$ cat config.mk
export PLATFORM = sky130hd
export DESIGN_NAME = signed_decimal_formatter_unit
export DESIGN_NICKNAME = d
export VERILOG_FILES = /design/src/hdl/sdf_pkg.sv /design/src/hdl/sdf_front.sv /design/src/hdl/sdf_queue.sv /design/src/hdl/sdf_back.sv /design/src/hdl/signed_decimal_formatter_unit.sv
export VERILOG_INCLUDE_DIRS = /design/src /design/src/hdl
export SDC_FILE = /design/constraint.sdc
export NUM_CORES = 1
export LEC_CHECK = 0
export BUFFER_PORTS_ARGS = -buffer_cell sky130_fd_sc_hd__buf_4
export CAP_MARGIN = 10
export CELL_PAD_IN_SITES_DETAIL_PLACEMENT = 1
export CELL_PAD_IN_SITES_GLOBAL_PLACEMENT = 1
export CORE_ASPECT_RATIO = 0.75
export CORE_MARGIN = 1
export CORE_UTILIZATION = 54
export DETAILED_ROUTE_END_ITERATION = 10
export HOLD_SLACK_MARGIN = 0.08
export PLACE_DENSITY = 0.94
export SLEW_MARGIN = 20
export SYNTH_ARGS = -nofsm -noshare
export SYNTH_HDL_FRONTEND = slang
export SYNTH_SLANG_ARGS = --single-unit
$ cat constraint.sdc
create_clock -name clk -period 18.65 [get_ports clk]
set_input_delay 1.865 -clock clk [delete_from_list [all_inputs] [get_ports clk]]
set_output_delay 1.865 -clock clk [all_outputs]
set_load 0.02 [all_outputs]
$ cat src/hdl/signed_decimal_formatter_unit_defines.svh
// Assertion helpers for the formatter RTL.
`ifndef SIGNED_DECIMAL_FORMATTER_UNIT_DEFINES_SVH
`define SIGNED_DECIMAL_FORMATTER_UNIT_DEFINES_SVH

// Checked only outside reset.
`define SDF_ASSERT(label, clk, rst, prop, msg) \
  label: assert property (@(posedge clk) disable iff (rst) prop) else $error(msg);

// Checked on every edge, reset included.
`define SDF_ASSERT_ALWAYS(label, clk, prop, msg) \
  label: assert property (@(posedge clk) prop) else $error(msg);

`endif

$ cat src/hdl/sdf_pkg.sv
package sdf_pkg;

  localparam int MAG_W  = 64;
  localparam int CAP_W  = 8;
  localparam int CHAR_W = 8;
  localparam int LEN_W  = 5;
  localparam int QDEPTH = 2;

  localparam logic [CHAR_W-1:0] ASCII_NUL   = 8'h00;
  localparam logic [CHAR_W-1:0] ASCII_ZERO  = 8'h30;
  localparam logic [CHAR_W-1:0] ASCII_MINUS = 8'h2D;

  typedef struct packed {
    logic signed [MAG_W-1:0] value;
    logic [CAP_W-1:0]        capacity;
  } sdf_cmd_t;

  typedef struct packed {
    logic [CHAR_W-1:0] text_byte;
    logic              byte_written;
    logic [LEN_W-1:0]  length;
    logic              last;
  } sdf_txt_t;

  typedef struct packed {
    logic [MAG_W-1:0] mag;
    logic             negative;
    logic [CAP_W-1:0] capacity;
  } sdf_item_t;

  typedef struct packed {
    logic full;
    logic empty;
  } sdf_qstat_t;

  typedef enum logic [1:0] {
    BK_IDLE,
    BK_CONV,
    BK_TRIM,
    BK_EMIT
  } sdf_back_state_t;

  typedef enum logic [1:0] {
    EK_TEXT,
    EK_EMPTY,
    EK_OVERFLOW
  } sdf_emit_kind_t;

endpackage

$ cat src/hdl/sdf_front.sv
module sdf_front (
  input  logic             cmd_valid,
  output logic             cmd_stall,
  input  sdf_pkg::sdf_cmd_t cmd,
  input  sdf_pkg::sdf_qstat_t qstat,
  output logic             push,
  output sdf_pkg::sdf_item_t item
);
  import sdf_pkg::*;

  logic [MAG_W-1:0] raw;
  logic             neg;

  assign raw = cmd.value;
  assign neg = raw[MAG_W-1];

  // unsigned magnitude; most negative value comes out as 2^63
  assign item.mag      = neg ? (~raw + MAG_W'(1)) : raw;
  assign item.negative = neg;
  assign item.capacity = cmd.capacity;

  assign cmd_stall = qstat.full;
  assign push      = cmd_valid && !qstat.full;

endmodule

$ cat src/hdl/sdf_queue.sv
module sdf_queue (
  input  logic                clk,
  input  logic                rst,
  input  logic                push,
  input  sdf_pkg::sdf_item_t  item,
  input  logic                pop,
  output sdf_pkg::sdf_item_t  head,
  output sdf_pkg::sdf_qstat_t qstat
);
  import sdf_pkg::*;

  localparam int PTR_W = (QDEPTH > 1) ? $clog2(QDEPTH) : 1;

  sdf_item_t        mem [QDEPTH];
  logic [PTR_W-1:0] wr_ptr;
  logic [PTR_W-1:0] rd_ptr;
  logic [PTR_W:0]   count;

  assign qstat.full  = (count == (PTR_W+1)'(QDEPTH));
  assign qstat.empty = (count == '0);
  assign head        = mem[rd_ptr];

  always_ff @(posedge clk) begin
    if (rst) begin
      wr_ptr <= '0;
      rd_ptr <= '0;
      count  <= '0;
    end else begin
      if (push) begin
        wr_ptr <= (wr_ptr == PTR_W'(QDEPTH-1)) ? '0 : wr_ptr + PTR_W'(1);
      end
      if (pop) begin
        rd_ptr <= (rd_ptr == PTR_W'(QDEPTH-1)) ? '0 : rd_ptr + PTR_W'(1);
      end
      if (push && !pop) begin
        count <= count + (PTR_W+1)'(1);
      end else if (pop && !push) begin
        count <= count - (PTR_W+1)'(1);
      end
    end
  end

  always_ff @(posedge clk) begin
    if (push) begin
      mem[wr_ptr] <= item;
    end
  end

endmodule

$ cat src/hdl/sdf_back.sv
`include "signed_decimal_formatter_unit_defines.svh"

module sdf_back #(
  parameter int DIGIT_LIMIT = 20
) (
  input  logic                clk,
  input  logic                rst,
  input  sdf_pkg::sdf_qstat_t qstat,
  input  sdf_pkg::sdf_item_t  head,
  output logic                pop,
  output logic                txt_valid,
  input  logic                txt_stall,
  output sdf_pkg::sdf_txt_t   txt
);
  import sdf_pkg::*;

  localparam int BCD_W = 4 * DIGIT_LIMIT;
  localparam int BIT_W = $clog2(MAG_W);

  sdf_back_state_t  state, state_next;
  sdf_emit_kind_t   kind;
  logic [MAG_W-1:0] sh;
  logic [BCD_W-1:0] bcd;
  logic [BCD_W-1:0] adj;
  logic [BIT_W-1:0] bitcnt;
  logic             neg;
  logic [CAP_W-1:0] cap;
  logic [LEN_W-1:0] ndig;
  logic [LEN_W-1:0] len;
  logic [LEN_W-1:0] pos;

  logic [3:0]       top_digit;
  logic             trim_more;
  logic [LEN_W-1:0] txt_len;
  logic             fits;
  logic             load;
  logic             emit_last;
  logic             emit_digit;
  sdf_txt_t         emit_data;

  // shift-add-3 adjust, one per BCD digit
  always_comb begin
    adj = bcd;
    for (int d = 0; d < DIGIT_LIMIT; d++) begin
      if (bcd[4*d +: 4] >= 4'd5) begin
        adj[4*d +: 4] = bcd[4*d +: 4] + 4'd3;
      end
    end
  end

  assign top_digit = bcd[BCD_W-1 -: 4];
  assign trim_more = (top_digit == 4'd0) && (ndig != LEN_W'(1));
  assign txt_len   = ndig + LEN_W'(neg);
  assign fits      = (CAP_W'(txt_len) + CAP_W'(1)) <= cap;

  always_comb begin
    emit_data  = '0;
    emit_last  = 1'b1;
    emit_digit = 1'b0;
    unique case (kind)
      EK_EMPTY: begin
        emit_data.text_byte    = ASCII_NUL;
        emit_data.byte_written = 1'b0;
        emit_data.length       = '0;
        emit_data.last         = 1'b1;
      end
      EK_OVERFLOW: begin
        emit_data.text_byte    = ASCII_NUL;
        emit_data.byte_written = 1'b1;
        emit_data.length       = '0;
        emit_data.last         = 1'b1;
      end
      default: begin
        emit_last              = (pos == len);
        emit_digit             = !emit_last && !(neg && pos == '0);
        emit_data.byte_written = 1'b1;
        emit_data.length       = len;
        emit_data.last         = emit_last;
        priority if (emit_last) begin
          emit_data.text_byte = ASCII_NUL;
        end else if (neg && pos == '0) begin
          emit_data.text_byte = ASCII_MINUS;
        end else begin
          emit_data.text_byte = ASCII_ZERO | {4'b0000, top_digit};
        end
      end
    endcase
  end

  // next state
  always_comb begin
    state_next = state;
    unique case (state)
      BK_IDLE: begin
        if (!qstat.empty) begin
          state_next = (head.capacity == '0) ? BK_EMIT : BK_CONV;
        end
      end
      BK_CONV: begin
        if (bitcnt == BIT_W'(MAG_W-1)) begin
          state_next = BK_TRIM;
        end
      end
      BK_TRIM: begin
        if (!trim_more) begin
          state_next = BK_EMIT;
        end
      end
      BK_EMIT: begin
        if (load && emit_last) begin
          state_next = BK_IDLE;
        end
      end
      default: state_next = BK_IDLE;
    endcase
  end

  // outputs
  always_comb begin
    pop  = (state == BK_IDLE) && !qstat.empty;
    load = (state == BK_EMIT) && (!txt_valid || !txt_stall);
  end

  always_ff @(posedge clk) begin
    if (rst) begin
      state     <= BK_IDLE;
      txt_valid <= 1'b0;
    end else begin
      state <= state_next;
      if (load) begin
        txt_valid <= 1'b1;
      end else if (!txt_stall) begin
        txt_valid <= 1'b0;
      end
    end
  end

  always_ff @(posedge clk) begin
    if (load) begin
      txt <= emit_data;
    end
    unique case (state)
      BK_IDLE: begin
        if (pop) begin
          sh     <= head.mag;
          bcd    <= '0;
          bitcnt <= '0;
          neg    <= head.negative;
          cap    <= head.capacity;
          ndig   <= LEN_W'(DIGIT_LIMIT);
          len    <= '0;
          pos    <= '0;
          kind   <= (head.capacity == '0) ? EK_EMPTY : EK_TEXT;
        end
      end
      BK_CONV: begin
        bcd    <= {adj[BCD_W-2:0], sh[MAG_W-1]};
        sh     <= {sh[MAG_W-2:0], 1'b0};
        bitcnt <= bitcnt + BIT_W'(1);
      end
      BK_TRIM: begin
        if (trim_more) begin
          bcd  <= {bcd[BCD_W-5:0], 4'b0000};
          ndig <= ndig - LEN_W'(1);
        end else begin
          len  <= fits ? txt_len : '0;
          kind <= fits ? EK_TEXT : EK_OVERFLOW;
        end
      end
      BK_EMIT: begin
        if (load) begin
          pos <= pos + LEN_W'(1);
          if (emit_digit) begin
            bcd <= {bcd[BCD_W-5:0], 4'b0000};
          end
        end
      end
      default: ;
    endcase
  end

  `SDF_ASSERT(a_last_is_nul, clk, rst, txt_valid && txt.last |-> txt.text_byte == ASCII_NUL, "final byte is not the terminator")
  `SDF_ASSERT(a_unwritten_single, clk, rst, txt_valid && !txt.byte_written |-> txt.length == '0 && txt.last, "unwritten result not a lone final one")
  `SDF_ASSERT(a_body_printable, clk, rst, txt_valid && !txt.last |-> txt.text_byte != ASCII_NUL && txt.length != '0, "text body byte is empty")
  `SDF_ASSERT(a_conv_runs, clk, rst, state == BK_CONV && bitcnt != BIT_W'(MAG_W-1) |=> state == BK_CONV, "conversion left early")
  `SDF_ASSERT_ALWAYS(a_reset_clears, clk, rst |=> !txt_valid, "result valid after reset")

endmodule

$ cat src/hdl/signed_decimal_formatter_unit.sv
// Signed 64-bit to decimal ASCII formatter. Each request (value, capacity) yields
// the text most significant character first, a '-' ahead of negatives and a zero
// terminator with last set; zero capacity gives one unwritten result, and text that
// does not fit gives a lone terminator with length 0. A request is dequeued, runs
// the binary-to-BCD shift-add-3 loop, one bit per cycle, then strips leading zeros
// and emits its result bytes while the sink does not stall. A zero-capacity
// request skips conversion and emits its single unwritten result directly. A
// two-entry queue takes new requests while the back end converts and emits.
module signed_decimal_formatter_unit #(
  parameter int DIGIT_LIMIT = 20
) (
  input  logic              clk,
  input  logic              rst,
  input  logic              cmd_valid,
  output logic              cmd_stall,
  input  sdf_pkg::sdf_cmd_t cmd,
  output logic              txt_valid,
  input  logic              txt_stall,
  output sdf_pkg::sdf_txt_t txt
);
  import sdf_pkg::*;

  sdf_qstat_t qstat;
  sdf_item_t  item;
  sdf_item_t  head;
  logic       push;
  logic       pop;

  sdf_front u_front (
    .cmd_valid (cmd_valid),
    .cmd_stall (cmd_stall),
    .cmd       (cmd),
    .qstat     (qstat),
    .push      (push),
    .item      (item)
  );

  sdf_queue u_queue (
    .clk   (clk),
    .rst   (rst),
    .push  (push),
    .item  (item),
    .pop   (pop),
    .head  (head),
    .qstat (qstat)
  );

  sdf_back #(
    .DIGIT_LIMIT (DIGIT_LIMIT)
  ) u_back (
    .clk       (clk),
    .rst       (rst),
    .qstat     (qstat),
    .head      (head),
    .pop       (pop),
    .txt_valid (txt_valid),
    .txt_stall (txt_stall),
    .txt       (txt)
  );

endmodule

Yosys cells after proc, flatten, opt, wreduce, memory -nomap -nowiden --
Memories as Yosys holds them, arrays and structs flattened. A register that Yosys moved wholly into a read port is not among the register bits. Index checks and enable logic that the tools add are counted.
Word-level totals: bits in writable memories 146, memories kept 1, output and inout port bits 17, bits in registers 198
Memory list:
- u_queue.mem | words 2, width 73, rd ports 1, clocked after memory_dff 1, wr ports 1, line sdf_queue.sv:14 | sdf_item_t mem [QDEPTH];
Cells by class: reduce and logical (&&, ||, !) cells 35, bitwise gates (word level) 1, mux-type cells 65, $lt $le $gt $ge 21, eq/ne operators 18, $add $sub $neg 30
Operators by type and width (number):
- $mux 80 | 4
- $pmux 80 s4 | 1
- $mux 64 | 2
- $pmux 64 s2 | 1
- $ge 4x3->1 const B | 20
- $add 4x2->4 const B | 19
- $mux 4 | 19
- $add 64x1->64 const B | 1
- $not 64->64 | 1
- $mux 5 | 7
- $pmux 15 s2 | 1
- $pmux 5 s2 | 3
- $mux 2 | 10
- $ne 2x1->1 const B | 6
- $pmux 6 s2 | 1
- $mux 1 | 11
- $logic_and 1x1->1 | 9
- $reduce_and 3->1 | 3
- $eq 2x2->1 const B | 4
- $le 8x8->1 | 1
- $logic_not 1->1 | 8
- $logic_not 8->1 | 1
- $mux 8 | 1
- $pmux 2 s4 | 1
- 25 further kinds | 35

Depth between registers and ports, before layout --
word-level depth 8, mapped depth 12, gate-level depth less buffers 12

By module --
From an unflattened synthesis, not the netlist that was laid out.
Unflattened totals: cell total of the unflattened synthesis 1343, area, all modules 17321.6 um^2
By module, submodules not included:
- sdf_back | cells an instance 882, sequential area each 5735.5 um^2, area an instance 10226.1 um^2, times used 1
- sdf_queue | cells an instance 249, sequential area each 4484.3 um^2, area an instance 5500.3 um^2, times used 1
- sdf_front | cells an instance 212, sequential area each 0.0 um^2, area an instance 1595.3 um^2, times used 1

Worst setup path before layout --
No wires, ideal clock.
path type input -> register, start point input txt_stall, end point register u_back.bcd[0] (enable), arrival 7.990 ns, setup slack 10.013 ns, required time 18.003 ns, stages 2, buffers on the path 0, cell sequence a31o_2 > a221oi_1
Between the ends: word-level cells in the longest chain between the ends 5
RTL lines:
- from (decl) | line signed_decimal_formatter_unit.sv:18 | input logic txt_stall,
- $logic_not 1->1 | line sdf_back.sv:121 | load = (state == BK_EMIT) && (!txt_valid || !txt_stall);
- $logic_or 1x1->1 | line sdf_back.sv:121
- $logic_and 1x1->1 | line sdf_back.sv:121
- $ne 2x1->1 (no line)
- $reduce_and 4->1 (no line)
- to (signal assigned) | line sdf_back.sv:157 | bcd <= {adj[BCD_W-2:0], sh[MAG_W-1]};
- to (signal assigned) | line sdf_back.sv:163 | bcd <= {bcd[BCD_W-5:0], 4'b0000};
- to (signal assigned) | line sdf_back.sv:174 | bcd <= {bcd[BCD_W-5:0], 4'b0000};
- to (decl) | line sdf_back.sv:23 | logic [BCD_W-1:0] bcd;
No other way between the ends. A chain may end at the register's enable or synchronous reset.

==> flow_summary.ini <==
[synthesis]
yosysMostFrequentCell = edfxtp_1
ys_ff_latch = 343
synth_ff_type = edfxtp_1
synthDistinctLibCells = 59
synthArstFlopShare_pct = 0
ys_seq_area_share_pct = 60.3
yosys.area.top_type = edfxtp_1
ys_top_cells_by_area = edfxtp_1 59%, o21ai_0 5.1%, xnor2_1 4.8%
netlist_instances = 1395
synth_top_area_share_pct = 59.4
yosysWarnings = 0
synth_enable_flop_cells = 335
synth_area_mm2 = 0.0169
synth.avg_cell_area_um2 = 12.1
ys_top_cells_by_count = 335 x edfxtp_1, 172 x o21ai_0, 163 x nand2_1

[hold_path]
min_delay_path_depth = 2
hp-start = u_back.sh[45]
worstHoldEndpoint = u_back.sh[46]
hp-class = register to register

[clock_tree]
cts-resized-gates = 0
clock-sinks = 343
cts_tree = yes
clk_pin_slew_ps = 60
clock_latency_ps = 530
h-tree-depth = 2
hold_buffers = 0
cts_setup_buffers = 0
cts-root-buf = clkbuf_16
cts.path.max_buffers = 3
cts_buffers = 35

[routing]
dr.pass1.iters = 8
num_vias = 11709
antenna_left = 0
drc = 5
routed_wl_mm = 45.2
wl_per_cell_um = 23.8
vias_per_cell = 6.16
drt-initial-drc-count = 849

[cells_and_area]
diodes = 0
nets = 1615
syn2layout_area_growth_pct = 12.8
fillers = 3032
final_cells = 1900
final_layout_size_suffix_gt1_share_pct = 12.6

[critical_path]
required_ps = 18900
cp.arrival_ps = 4430
reg2reg_slack_ps = 15040
r2r-start = u_back.ndig[0]
cp-end-kind = register
r2r_end = u_back.len[1]
path_max_fanout = 11
rr_worst_depth = 12
crit_type = primary input to register
cp-start-kind = primary input

[placement]
gp_congestion = 0.825
io_buffers = 90
dp_hpwl_mm = 27.8
dp_slack_ps = 14040
placed_cells = 1837

[timing]
max_slew_margin_pct = 24.2
finalWorstSetupSlack_ps = 14470
rsz0062_at_grt = false
setup_tns_ps = 0
whs_ps = 538
fin_skew_ps = 13.2
fmax_mhz = 239
worst_pin_slew_ps = 1130
slew_violations = 0
finalHoldViolCount = 0
period_needed_ps = 4180
min_period_over_period_pct = 22.4
finalSetupViolCount = 0

[job]
drv_cap = 0

[floorplan]
die_y_um = 155
start_util_pct = 55.6
rows = 55
core-area_mm2 = 0.0305
dieArea_mm2 = 0.0321
pin_count = 93
die_x_um = 207

[global_route]
grt_overflow_total = 0
grt_pass1_wl_mm = 70.6
first_global_vias = 12693
antenna_found_initial = 0
grt_usage_pct = 28.6
grt_max_degree = 81

[power_and_ir_drop]
power.density_mw_per_mm2 = 171
p_leak_nw = 6.62
irDropWorstVdd_v = 0.000134
power.total_mw = 3.26

[status]
status = finished, violations left
violations = DRC
-- cells by family after synthesis --
family,count (synthesis),share of synthesized area [%]
AOI/OAI and AO/OA,314,10.7
and+or+nand+nor,368,11.3
muxes,74,4.44
adders and majority gates,63,4.65
buffers and inverters,117,2.64
DFF,343,60.3
other,1,0.0221
xor gates and xnor gates,115,5.94
-- metrics by stage --
step | area (um2) | utilization (%)
2_1_floorplan | 16900 | -
3_3_place_gp | 18000 | 59.1
3_5_place_dp | 18000 | 59.1
4_1_cts | 19100 | 62.6
5_1_grt | 19100 | 62.7
6_report | 19100 | 62.7
-- sequential cells by signal, summed over array words and instances, names as in the netlist, named ones only --
name	count
u_back.neg	1
u_back.len	5
u_back.txt_valid	1
u_back.sh	64
u_back.pos	5
u_queue.count	2
u_back.bcd	80
u_queue.mem	146
u_back.txt	13
u_back.ndig	5
u_back.kind	2
u_queue.rd_ptr	1
u_queue.wr_ptr	1
u_back.state	2
u_back.bitcnt	6
u_back.cap	8
-- power by group --
group	switching, mW	total, mW	internal (mW)
clock	0.299	0.674	0.375
combinational	0.738	1.11	0.370
sequential	0.208	1.48	1.27
total	1.24	3.26	2.02
-- how the worst max path moves through the flow --
| stage | startpoint | end | slack, ps | cells after the start |
|---|---|---|---|---|
| 6_report | cmd[48] | u_queue.mem[0][66] | 14470 | 5 |
| 3_3_place_gp | cmd[48] | u_queue.mem[0][66] | 14170 | 5 |
| 5_1_grt | cmd[48] | u_queue.mem[1][66] | 14360 | 5 |
| 3_5_place_dp | cmd[48] | u_queue.mem[0][66] | 14040 | 5 |
| 2_1_floorplan | txt_stall | u_back.bcd[0] | 10010 | 2 |
| 4_1_cts | cmd[48] | u_queue.mem[0][66] | 14530 | 5 |
-- placed cells by master (no fill, tap or decap), types with 5 or more instances in the layout --
cell type    n
or3_1        8
or4_4        7
o41ai_1     10
buf_4       97
nand2b_1    24
o21ai_0    172
edfxtp_1   335
ha_1        62
nor3b_1     29
clkinv_2     5
inv_1       62
dfxtp_1      7
clkinv_1     5
nand2_1    163
o31ai_1     36
a21oi_1     74
clkbuf_16   36
mux2i_1     65
nor3_1       9
nor2b_1      8
xor2_1      23
nor2_1      54
clkbuf_1    12
and2_1      15
nand3_1     12
mux2_2       9
xnor2_1     92
nor4_1       6
-- per-layer routing --
layer | vias to the layer above | part of all wire (%) | track usage, %
met5 | - | 0 | 0
met4 | 0 | 3.4 | 10.9
met3 | 106 | 5.4 | 4.61
met2 | 414 | 51 | 50.0
met1 | 5937 | 40 | 35.6
li1 | 5252 | - | -
-- area by class of cell --
cell class	count	area, um2	area share, %
Clock inverter	13	98.8	0.517
Sequential cell	343	10200	53.5
Multi-Input combinational cell	936	6340	33.2
Clock buffer	49	960	5.02
Inverter	62	233	1.22
Tap cell	399	499	2.61
Timing Repair Buffer	98	748	3.92
-- worst max-delay path, stage by stage --
cell and delay [ps]:
buf_4 130, nor4_1 940, nand4_2 700, o41ai_1 610
xnor2_1 180
Note: power is estimated with default switching activity, not from simulation.
